$ cat config.mk
export PLATFORM = sky130hd
export DESIGN_NAME = dot_bracket_forest_builder
export DESIGN_NICKNAME = d
export VERILOG_FILES = /design/src/rtl/core/dbf_pkg.sv /design/src/rtl/core/dbf_front.sv /design/src/rtl/core/dbf_queue.sv /design/src/rtl/core/dbf_back.sv /design/src/rtl/core/dot_bracket_forest_builder.sv
export SDC_FILE = /design/constraint.sdc
export NUM_CORES = 2
export LEC_CHECK = 0
export ABC_AREA = 1
export BUFFER_PORTS_ARGS = -buffer_cell sky130_fd_sc_hd__buf_4
export CAP_MARGIN = 20
export CORE_MARGIN = 2
export CORE_UTILIZATION = 45
export CTS_BUF_LIST = sky130_fd_sc_hd__clkbuf_4
export DETAILED_ROUTE_END_ITERATION = 8
export PLACE_DENSITY_LB_ADDON = 0.15
export SETUP_SLACK_MARGIN = 0.15
export SYNTH_ARGS = -nofsm -noshare
export SYNTH_HDL_FRONTEND = slang
export SYNTH_HIERARCHICAL = 1
export SYNTH_SLANG_ARGS = --single-unit
$ cat constraint.sdc
create_clock -name clk -period 8.6 [get_ports clk]
set_input_delay 0.86 -clock clk [delete_from_list [all_inputs] [get_ports clk]]
set_output_delay 0.86 -clock clk [all_outputs]
set_load 0.005 [all_outputs]
$ cat src/rtl/core/dbf_pkg.sv
package dbf_pkg;

    // symbol codes on the kind input
    localparam logic [2:0] KIND_DOT    = 3'd0;
    localparam logic [2:0] KIND_OPEN   = 3'd1;
    localparam logic [2:0] KIND_CLOSE  = 3'd2;
    localparam logic [2:0] KIND_ANCHOR = 3'd3;

    // configuration register indexes
    localparam logic [1:0] CFG_TOTAL_NODES = 2'd0;
    localparam logic [1:0] CFG_ANCHORED    = 2'd1;
    localparam logic [1:0] CFG_USE_BASES   = 2'd2;

    // error codes
    localparam logic [1:0] ERR_NONE      = 2'd0;
    localparam logic [1:0] ERR_OVERFLOW  = 2'd1;
    localparam logic [1:0] ERR_UNDERFLOW = 2'd2;

    localparam logic [7:0] CHAR_P = 8'h50;
    localparam logic [7:0] CHAR_B = 8'h42;

    localparam int DEF_MAX_DEPTH = 64;
    localparam int DEF_NODE_BITS = 16;

    localparam int QUEUE_DEPTH = 4;
    localparam int QUEUE_AW    = 2;
    localparam int QUEUE_CW    = 3;

    typedef enum logic [1:0]
    {
        OP_DOT,
        OP_OPEN,
        OP_CLOSE,
        OP_ANCHOR
    } op_t;

    typedef struct packed
    {
        op_t        op;
        logic [7:0] leaf;
    } cmd_t;

    typedef struct packed
    {
        logic [15:0] total_nodes;
        logic        anchored_mode;
        logic        use_bases;
    } cfg_t;

    typedef struct packed
    {
        logic [15:0] node_index;
        logic        label_valid;
        logic [7:0]  label;
        logic        links_valid;
        logic [15:0] right_sibling;
        logic [15:0] child_count;
        logic        anchor_valid;
        logic [15:0] anchor_number;
        logic [1:0]  error;
        logic        last;
    } rec_t;

endpackage

$ cat src/rtl/core/dbf_front.sv
// Symbol classifier: drops ignored symbols, resolves the leaf label.
module dbf_front
(
    input  logic [2:0]    kind,
    input  logic [7:0]    base_char,
    input  dbf_pkg::cfg_t cfg,
    output logic          keep,
    output dbf_pkg::cmd_t cmd
);

    always_comb
    begin
        keep     = 1'b1;
        cmd.op   = dbf_pkg::OP_DOT;
        cmd.leaf = cfg.use_bases ? base_char : dbf_pkg::CHAR_B;
        case (kind)
            dbf_pkg::KIND_DOT:    cmd.op = dbf_pkg::OP_DOT;
            dbf_pkg::KIND_OPEN:   cmd.op = dbf_pkg::OP_OPEN;
            dbf_pkg::KIND_CLOSE:  cmd.op = dbf_pkg::OP_CLOSE;
            dbf_pkg::KIND_ANCHOR:
            begin
                cmd.op = dbf_pkg::OP_ANCHOR;
                keep   = cfg.anchored_mode;
            end
            default:              keep = 1'b0;
        endcase
    end

endmodule

$ cat src/rtl/core/dbf_queue.sv
// Small command queue between classifier and executor.
module dbf_queue
(
    input  logic          clk,
    input  logic          rst_n,
    input  logic          push,
    input  dbf_pkg::cmd_t push_data,
    output logic          full,
    input  logic          pop,
    output dbf_pkg::cmd_t pop_data,
    output logic          empty
);

    dbf_pkg::cmd_t                  slot_reg [dbf_pkg::QUEUE_DEPTH];
    logic [dbf_pkg::QUEUE_AW-1:0]   head_reg;
    logic [dbf_pkg::QUEUE_AW-1:0]   tail_reg;
    logic [dbf_pkg::QUEUE_CW-1:0]   count_reg;

    assign full     = count_reg == dbf_pkg::QUEUE_CW'(dbf_pkg::QUEUE_DEPTH);
    assign empty    = count_reg == '0;
    assign pop_data = slot_reg[head_reg];

    always_ff @(posedge clk or negedge rst_n)
    begin
        if (!rst_n)
        begin
            head_reg  <= '0;
            tail_reg  <= '0;
            count_reg <= '0;
        end
        else
        begin
            if (push)
            begin
                tail_reg <= tail_reg + 1'b1;
            end
            if (pop)
            begin
                head_reg <= head_reg + 1'b1;
            end
            if (push && !pop)
            begin
                count_reg <= count_reg + 1'b1;
            end
            else if (pop && !push)
            begin
                count_reg <= count_reg - 1'b1;
            end
        end
    end

    always_ff @(posedge clk)
    begin
        if (push)
        begin
            slot_reg[tail_reg] <= push_data;
        end
    end

endmodule

$ cat src/rtl/core/dbf_back.sv
// Executor: bracket stack, node and anchor counters, record output.
module dbf_back
#(
    parameter int MAX_DEPTH = dbf_pkg::DEF_MAX_DEPTH,
    parameter int NODE_BITS = dbf_pkg::DEF_NODE_BITS
)
(
    input  logic          clk,
    input  logic          rst_n,
    input  dbf_pkg::cfg_t cfg,
    input  logic          q_empty,
    input  dbf_pkg::cmd_t q_cmd,
    output logic          q_pop,
    output logic          out_valid,
    input  logic          out_stall,
    output dbf_pkg::rec_t out_rec
);

    localparam int DW = $clog2(MAX_DEPTH + 1);
    localparam int AW = (MAX_DEPTH > 1) ? $clog2(MAX_DEPTH) : 1;

    typedef struct packed
    {
        logic [NODE_BITS-1:0] pair;
        logic [15:0]          cc;
    } frame_t;

    frame_t               stack_mem [MAX_DEPTH];
    frame_t               top_reg;
    frame_t               below_reg;
    logic [DW-1:0]        depth_reg;
    logic [DW-1:0]        depth_next;
    logic [NODE_BITS-1:0] next_node_reg;
    logic [NODE_BITS-1:0] next_node_next;
    logic [15:0]          next_anchor_reg;
    logic [15:0]          next_anchor_next;
    logic                 out_valid_reg;
    logic                 out_valid_next;
    logic                 pend_valid_reg;
    logic                 pend_valid_next;
    dbf_pkg::rec_t        out_rec_reg;
    dbf_pkg::rec_t        pend_rec_reg;

    logic                 can_load;
    logic                 exec;
    logic                 at_top;
    logic                 at_floor;
    logic                 do_push;
    logic                 do_pop;
    logic [NODE_BITS-1:0] node;
    logic [NODE_BITS-1:0] nxt;
    logic [NODE_BITS-1:0] nxt2;
    logic [NODE_BITS-1:0] last_idx;
    logic [NODE_BITS-1:0] rs_tail;
    logic [DW-1:0]        rd_sum;
    frame_t               push_frame;
    dbf_pkg::rec_t        rec0;
    dbf_pkg::rec_t        rec1;
    logic                 two;

    assign can_load   = !out_valid_reg || !out_stall;
    assign exec       = can_load && !pend_valid_reg && !q_empty;
    assign q_pop      = exec;
    assign node       = next_node_reg;
    assign nxt        = node + 1'b1;
    assign nxt2       = node + NODE_BITS'(2);
    // total_nodes of zero makes the all-ones index the last one
    assign last_idx   = NODE_BITS'(cfg.total_nodes) - 1'b1;
    assign rs_tail    = (node == last_idx) ? '0 : nxt;
    assign at_top     = depth_reg == DW'(MAX_DEPTH);
    assign at_floor   = depth_reg == '0;
    assign do_push    = exec && (q_cmd.op == dbf_pkg::OP_OPEN) && !at_top;
    assign do_pop     = exec && (q_cmd.op == dbf_pkg::OP_CLOSE) && !at_floor;
    assign rd_sum     = depth_reg - DW'(2);
    assign push_frame = '{pair: top_reg.pair, cc: top_reg.cc + 16'd1};

    always_comb
    begin
        rec0             = '0;
        rec1             = '0;
        two              = 1'b0;
        rec0.node_index  = 16'(node);
        depth_next       = depth_reg;
        next_node_next   = next_node_reg;
        next_anchor_next = next_anchor_reg;
        case (q_cmd.op)
            dbf_pkg::OP_DOT:
            begin
                rec0.label_valid   = 1'b1;
                rec0.label         = q_cmd.leaf;
                rec0.links_valid   = 1'b1;
                rec0.right_sibling = 16'(rs_tail);
                rec0.last          = 1'b1;
                next_node_next     = nxt;
            end
            dbf_pkg::OP_OPEN:
            begin
                if (at_top)
                begin
                    rec0.error = dbf_pkg::ERR_OVERFLOW;
                    rec0.last  = 1'b1;
                end
                else
                begin
                    two                = 1'b1;
                    rec0.label_valid   = 1'b1;
                    rec0.label         = dbf_pkg::CHAR_P;
                    rec1.node_index    = 16'(nxt);
                    rec1.label_valid   = 1'b1;
                    rec1.label         = q_cmd.leaf;
                    rec1.links_valid   = 1'b1;
                    rec1.right_sibling = 16'(nxt2);
                    rec1.last          = 1'b1;
                    depth_next         = depth_reg + 1'b1;
                    next_node_next     = nxt2;
                end
            end
            dbf_pkg::OP_CLOSE:
            begin
                if (at_floor)
                begin
                    rec0.error = dbf_pkg::ERR_UNDERFLOW;
                    rec0.last  = 1'b1;
                end
                else
                begin
                    two                = 1'b1;
                    rec0.label_valid   = 1'b1;
                    rec0.label         = q_cmd.leaf;
                    rec0.links_valid   = 1'b1;
                    rec1.node_index    = 16'(top_reg.pair);
                    rec1.links_valid   = 1'b1;
                    rec1.right_sibling = 16'(rs_tail);
                    rec1.child_count   = top_reg.cc + 16'd1;
                    rec1.last          = 1'b1;
                    depth_next         = depth_reg - 1'b1;
                    next_node_next     = nxt;
                end
            end
            dbf_pkg::OP_ANCHOR:
            begin
                rec0.anchor_valid  = 1'b1;
                rec0.anchor_number = next_anchor_reg;
                rec0.last          = 1'b1;
                next_anchor_next   = next_anchor_reg + 16'd1;
            end
            default:
            begin
                rec0 = '0;
            end
        endcase
    end

    always_comb
    begin
        out_valid_next  = out_valid_reg;
        pend_valid_next = pend_valid_reg;
        if (can_load)
        begin
            if (pend_valid_reg)
            begin
                out_valid_next  = 1'b1;
                pend_valid_next = 1'b0;
            end
            else
            begin
                out_valid_next  = exec;
                pend_valid_next = exec && two;
            end
        end
    end

    always_ff @(posedge clk or negedge rst_n)
    begin
        if (!rst_n)
        begin
            out_valid_reg   <= 1'b0;
            pend_valid_reg  <= 1'b0;
            depth_reg       <= '0;
            next_node_reg   <= '0;
            next_anchor_reg <= 16'd1;
            top_reg         <= '0;
        end
        else
        begin
            out_valid_reg  <= out_valid_next;
            pend_valid_reg <= pend_valid_next;
            if (exec)
            begin
                depth_reg       <= depth_next;
                next_node_reg   <= next_node_next;
                next_anchor_reg <= next_anchor_next;
            end
            if (do_push)
            begin
                top_reg.pair <= node;
                top_reg.cc   <= 16'd1;
            end
            else if (do_pop)
            begin
                top_reg <= below_reg;
            end
            else if (exec && (q_cmd.op == dbf_pkg::OP_DOT))
            begin
                top_reg.cc <= top_reg.cc + 16'd1;
            end
        end
    end

    // payload: records
    always_ff @(posedge clk)
    begin
        if (can_load)
        begin
            if (pend_valid_reg)
            begin
                out_rec_reg <= pend_rec_reg;
            end
            else if (exec)
            begin
                out_rec_reg  <= rec0;
                pend_rec_reg <= rec1;
            end
        end
    end

    always_ff @(posedge clk)
    begin
        if (do_push)
        begin
            stack_mem[depth_reg[AW-1:0]] <= push_frame;
            below_reg                    <= push_frame;
        end
        else if (do_pop && (depth_reg > DW'(1)))
        begin
            below_reg <= stack_mem[rd_sum[AW-1:0]];
        end
    end

    assign out_valid = out_valid_reg;
    assign out_rec   = out_rec_reg;

    a_pend_behind_out: assert property (@(posedge clk) disable iff (!rst_n)
        pend_valid_reg |-> out_valid_reg)
        else $error("second record pending without a first record held");

    a_pend_is_last: assert property (@(posedge clk) disable iff (!rst_n)
        pend_valid_reg |-> pend_rec_reg.last)
        else $error("pending record is not the final one");

    a_depth_bound: assert property (@(posedge clk) disable iff (!rst_n)
        depth_reg <= DW'(MAX_DEPTH))
        else $error("bracket depth beyond limit");

    a_push_depth: assert property (@(posedge clk) disable iff (!rst_n)
        do_push |=> depth_reg == $past(depth_reg) + 1'b1)
        else $error("push did not raise depth");

    a_no_exec_pend: assert property (@(posedge clk) disable iff (!rst_n)
        (pend_valid_reg && out_stall) |=> pend_valid_reg && $stable(pend_rec_reg))
        else $error("pending record lost under stall");

endmodule

$ cat src/rtl/core/dot_bracket_forest_builder.sv
// Dot-bracket forest builder. Each input request carries one structure symbol
// (kind) and its base; the block answers with preorder node records on the
// output channel, one record per cycle at most. A dot gives one record, an
// opening or closing bracket two (pair node then leaf, or leaf then the patched
// pair node), an anchor symbol one in anchored mode; ignored symbols give none.
// A bracket that would overflow or underflow the stack gives one error record.
// The input takes one request per cycle while the four-entry command queue has
// room. The executor takes no new command while the second record of an
// accepted bracket waits behind the single-record output register; ignored
// symbols never reach the executor; a stalled output only backs up into
// the queue. The bracket stack keeps its top frame in registers and the
// frame below it in a registered read of the stack memory, so nested pops
// follow each other without a bubble. Configuration writes are always ready
// and must only be made while no request is in flight.
module dot_bracket_forest_builder
#(
    parameter int MAX_DEPTH = dbf_pkg::DEF_MAX_DEPTH,
    parameter int NODE_BITS = dbf_pkg::DEF_NODE_BITS
)
(
    input  logic        clk,
    input  logic        rst_n,
    // configuration write channel
    input  logic        cfg_valid,
    output logic        cfg_ready,
    input  logic [1:0]  cfg_index,
    input  logic [15:0] cfg_data,
    // input requests
    input  logic        in_valid,
    output logic        in_stall,
    input  logic [2:0]  kind,
    input  logic [7:0]  base_char,
    // node records
    output logic        out_valid,
    input  logic        out_stall,
    output logic [15:0] node_index,
    output logic        label_valid,
    output logic [7:0]  label,
    output logic        links_valid,
    output logic [15:0] right_sibling,
    output logic [15:0] child_count,
    output logic        anchor_valid,
    output logic [15:0] anchor_number,
    output logic [1:0]  error,
    output logic        last
);

    dbf_pkg::cfg_t cfg_reg;
    dbf_pkg::cmd_t front_cmd;
    dbf_pkg::cmd_t q_cmd;
    dbf_pkg::rec_t rec;
    logic          front_keep;
    logic          q_full;
    logic          q_empty;
    logic          q_pop;
    logic          q_push;

    // configuration registers, written at any time the port is offered a write
    assign cfg_ready = 1'b1;

    always_ff @(posedge clk or negedge rst_n)
    begin
        if (!rst_n)
        begin
            cfg_reg.total_nodes   <= 16'd1;
            cfg_reg.anchored_mode <= 1'b0;
            cfg_reg.use_bases     <= 1'b1;
        end
        else if (cfg_valid && cfg_ready)
        begin
            case (cfg_index)
                dbf_pkg::CFG_TOTAL_NODES: cfg_reg.total_nodes   <= cfg_data;
                dbf_pkg::CFG_ANCHORED:    cfg_reg.anchored_mode <= cfg_data[0];
                dbf_pkg::CFG_USE_BASES:   cfg_reg.use_bases     <= cfg_data[0];
                default:                  ;
            endcase
        end
    end

    // front: classify; ignored symbols are accepted and dropped here
    dbf_front u_front
    (
        .kind      (kind),
        .base_char (base_char),
        .cfg       (cfg_reg),
        .keep      (front_keep),
        .cmd       (front_cmd)
    );

    assign in_stall = q_full;
    assign q_push   = in_valid && !in_stall && front_keep;

    dbf_queue u_queue
    (
        .clk       (clk),
        .rst_n     (rst_n),
        .push      (q_push),
        .push_data (front_cmd),
        .full      (q_full),
        .pop       (q_pop),
        .pop_data  (q_cmd),
        .empty     (q_empty)
    );

    // back: stack, counters and the output record register
    dbf_back
    #(
        .MAX_DEPTH (MAX_DEPTH),
        .NODE_BITS (NODE_BITS)
    )
    u_back
    (
        .clk       (clk),
        .rst_n     (rst_n),
        .cfg       (cfg_reg),
        .q_empty   (q_empty),
        .q_cmd     (q_cmd),
        .q_pop     (q_pop),
        .out_valid (out_valid),
        .out_stall (out_stall),
        .out_rec   (rec)
    );

    assign node_index    = rec.node_index;
    assign label_valid   = rec.label_valid;
    assign label         = rec.label;
    assign links_valid   = rec.links_valid;
    assign right_sibling = rec.right_sibling;
    assign child_count   = rec.child_count;
    assign anchor_valid  = rec.anchor_valid;
    assign anchor_number = rec.anchor_number;
    assign error         = rec.error;
    assign last          = rec.last;

endmodule

==> metrics.md <==
| Metric | Value |
|---|---|
| Status | `finished, final reports clean` |
| Sequential Area | `0.0702 mm²` |
| Gate Count Post-Synth | `7787` |
| Commonest non-fill, non-tap cells in the layout | `2256 x edfxtp_1, 1156 x nor2_1, 1114 x nand2_1` |
| Placer Congestion | `0.908` |
| Clock skew | `around 130 ps` |
| CTS tree | `built` |
| Post-synth cell types | `49` |
| Core area | `0.212 mm²` |
| Worst EP arrival | `8080 ps` |
| Design area | `0.108 mm²` |
| Min-delay worst type | `in -> reg` |
| Critical path buffer and inverter count | `4` |
| Initial Utilization | `45.2%` |
| Slowest-stage cell, CP | `nor2_4` |
| Row cnt | `169` |
| Hold Fails Final Rpt | `0` |
| Static Leakage | `0.0374 µW` |
| Synth Net Count | `7844` |
| # DRC | `0` |
| Critical path's largest stage delay | `1210 ps` |
| Sink Count | `2354` |
| Worst vdd ir | `0.461 mV` |
| Yosys warning count | `6` |
| WP data required | `9500 ps` |
| Gr ovfl total | `0` |
| Io pins | `115` |
| Largest net degree at the start of global routing | `218` |
| Via Count | `between 60k and 70k` |
| Setup_tns | `0 ps` |
| Vias in the first global route | `61.8k` |
| Critical path capture point type | `flip-flop` |
| Global-route wire length before repair | `415 mm` |
| Number of synthesized register bits | `2354` |
| Worst-path clk slew | `60 ps` |
| CTS Root Cell | `clkbuf_4` |
| Post-layout min period | `7180 ps` |
| Period Utilization, post-route | `83.5%` |
| Initial antenna violation count | `12` |
| Async set-reset flop share out of synthesis | `4.16%` |
| Post-synthesis sequential area ratio | `73.4%` |
| FMAX | `roughly 0.14 GHz` |
| Max reg flops | `2048` |
| All-Layer GR Usage | `26.0%` |
| Mean Syn Cell Area | `12.3 µm²` |
| Number of synthesized flops with an enable pin | `about 2.3k` |
| CTS H-tree lvls | `6` |
| Max Fanout on Critical Path | `37` |
| Iteration count of the initial detailed-routing pass | `6` |
| Multi-input gate area | `0.0228 mm²` |
| RSZ-0062 raised after global routing | `no` |
| Slew HR | `17.5%` |
| CTS max path bufs | `4` |
| Critical path type | `reg -> reg` |
| Max-cap viol count | `0` |
| Commonest non-fill, non-tap cell in the layout | `edfxtp_1` |
| Netlist Area Pre-Place | `~0.096 mm²` |
| Num CTS Buffers | `just over 600` |
| Nets | `8249` |
| CP delay by family, top | `simple AND/OR/NAND/NOR gates` |
| Input/output buffers | `113` |
| Worst-Skew Late Latency | `between 1000 and 1500 ps` |
| Drt wl/cell | `25.1 µm` |
| Slew at the pin closest to its max-slew limit | `1230 ps` |
| CP Launch Type | `flip-flop` |
| Cell Chain, Critical Path | `inv_1 > o211ai_1 > nand2_1 > inv_1 > ha_1 > inv_1 > nor2_4 > inv_2 > nor2_4 > nand3_2 > nor2_4` |
| Die Width | `465 µm` |
| CTS resizes | `0` |
| Ys flop type | `edfxtp_1` |
| Setup violators final | `0` |
| Post-DP HPWL | `about 160 mm` |
| Drt total wl | `287 mm` |
| Max Slew Vio Count | `0` |
| Power Dens Cells | `404 mW/mm²` |
| Chip height | `465 µm` |
| Die area | `approximately 0.22 mm²` |
| Ratio of cells with drive above 1 in the final layout | `between 10% and 20%` |
| ANT nets after route | `0` |
| Post-DP Area | `around 0.099 mm²` |
| Synthesis-to-layout area growth | `12.9%` |
| Via density | `5.70` |
| Final core utilization | `about half` |
| Fill cells | `approximately 19k` |
| Starting DRC count in detailed routing | `about 7.7k` |
## worst paths after layout
| path | startpoint | to | slack (ps) | depth (start not counted) |
|---|---|---|---|---|
| worst max-delay path | u_queue/head_reg[1] | u_back/stack_mem[14][20] | 1420 | 11 |
| worst min-delay path | base_char[5] | u_queue/slot_reg[2][5] | 330 | 4 |
| worst max register to register | u_queue/head_reg[1] | u_back/stack_mem[14][20] | 1420 | 11 |
| worst min register to register | u_back/next_anchor_reg[13] | u_back/next_anchor_reg[13] | 470 | 1 |
| max in group asynchronous | rst_n | u_back/depth_reg[0] | 6940 | 4 |
| min in group asynchronous | rst_n | u_back/next_anchor_reg[0] | 570 | 3 |
## synthesized netlist by cell type (all sizes together), types with 4 or more instances
| master | instances | area, µm² |
|---|---|---|
| inv | 201 | 762 |
| o211ai | 27 | 208 |
| nand3b | 6 | 45.0 |
| buf | 241 | 1380 |
| a21oi | 55 | 275 |
| o22ai | 485 | 3070 |
| clkbuf | 274 | 1060 |
| nand3 | 460 | 2350 |
| edfxtp | 2256 | 67700 |
| nand2 | 1127 | 4280 |
| nor2 | 1236 | 4770 |
| o31ai | 7 | 52.6 |
| xnor2 | 10 | 87.6 |
| nor3 | 14 | 75.1 |
| clkinv | 4 | 15.0 |
| nand4 | 17 | 106 |
| dfrtp | 95 | 2380 |
| o21ai | 1135 | 5680 |
| xor2 | 55 | 482 |
| o221ai | 39 | 342 |
| ha | 22 | 275 |
## metal layers
layer | track usage (%) | up-vias | part of all wire (%)
li1 | - | 29300 | -
met1 | 36.5 | 32200 | 42
met2 | 39.0 | 3097 | 45
met3 | 5.81 | 494 | 9.5
met4 | 11.1 | 2 | 3.9
met5 | 0 | - | 0.0045
## area by class of cell
class                   instances  share of cell area [%]
flip-flops and latches       2354                    65.0
multi-input cells            4713                    21.2
clock buffers                 905                    6.29
well taps                    2821                    3.27
repair buffers                297                    2.75
inverters                     205                   0.756
clock inverters               117                   0.699
diodes                         15                  0.0348
## kinds of logic (layout without fill, tap and decap cells)
family | after synthesis | in the layout | share of synthesized area (%)
compound gates | 1755 | 1755 | 10.1
xor+xnor | 65 | 65 | 0.595
fa+ha+maj | 23 | 23 | 0.309
buf+inv | 720 | 1524 | 3.36
flops | 2354 | 2354 | 73.4
other cells | 1 | 16 | 0.00392
simple gates | 2869 | 2869 | 12.2
## timing repair
action	4_1_cts	5_1_grt
endpoints found under the setup margin	0	0
hold endpoints to repair	93	0
hold buffers	71	0
setup buffers	0	0
## tightest hold or removal path, cell delays in order
cell           delay [ps]
dlygate4sd3_1         530
buf_4                 100
nand2_1                40
inv_1                  90
## stage by stage
step                worst slack (ps)  total power, µW  hold WS, ps  instances
finish                          1420            43600          329      11400
global route                     983            45600          235      11400
CTS                             1140            43500          177      11400
detailed placement              1220            33900          463      10300
global placement                1310            33700          457      10300
floorplan                       1310            25800          440       7787
## power by group
group / internal (µW) / leakage (µW) / switching [µW] / total (µW)
Combinational: 4050 / 0.0112 / 14000 / 18100
Sequential: 15000 / 0.0217 / 898 / 15900
Clock: 5100 / 0.00453 / 4460 / 9570
Total: 24200 / 0.0374 / 19400 / 43600
(Power assumes the default switching activity.)
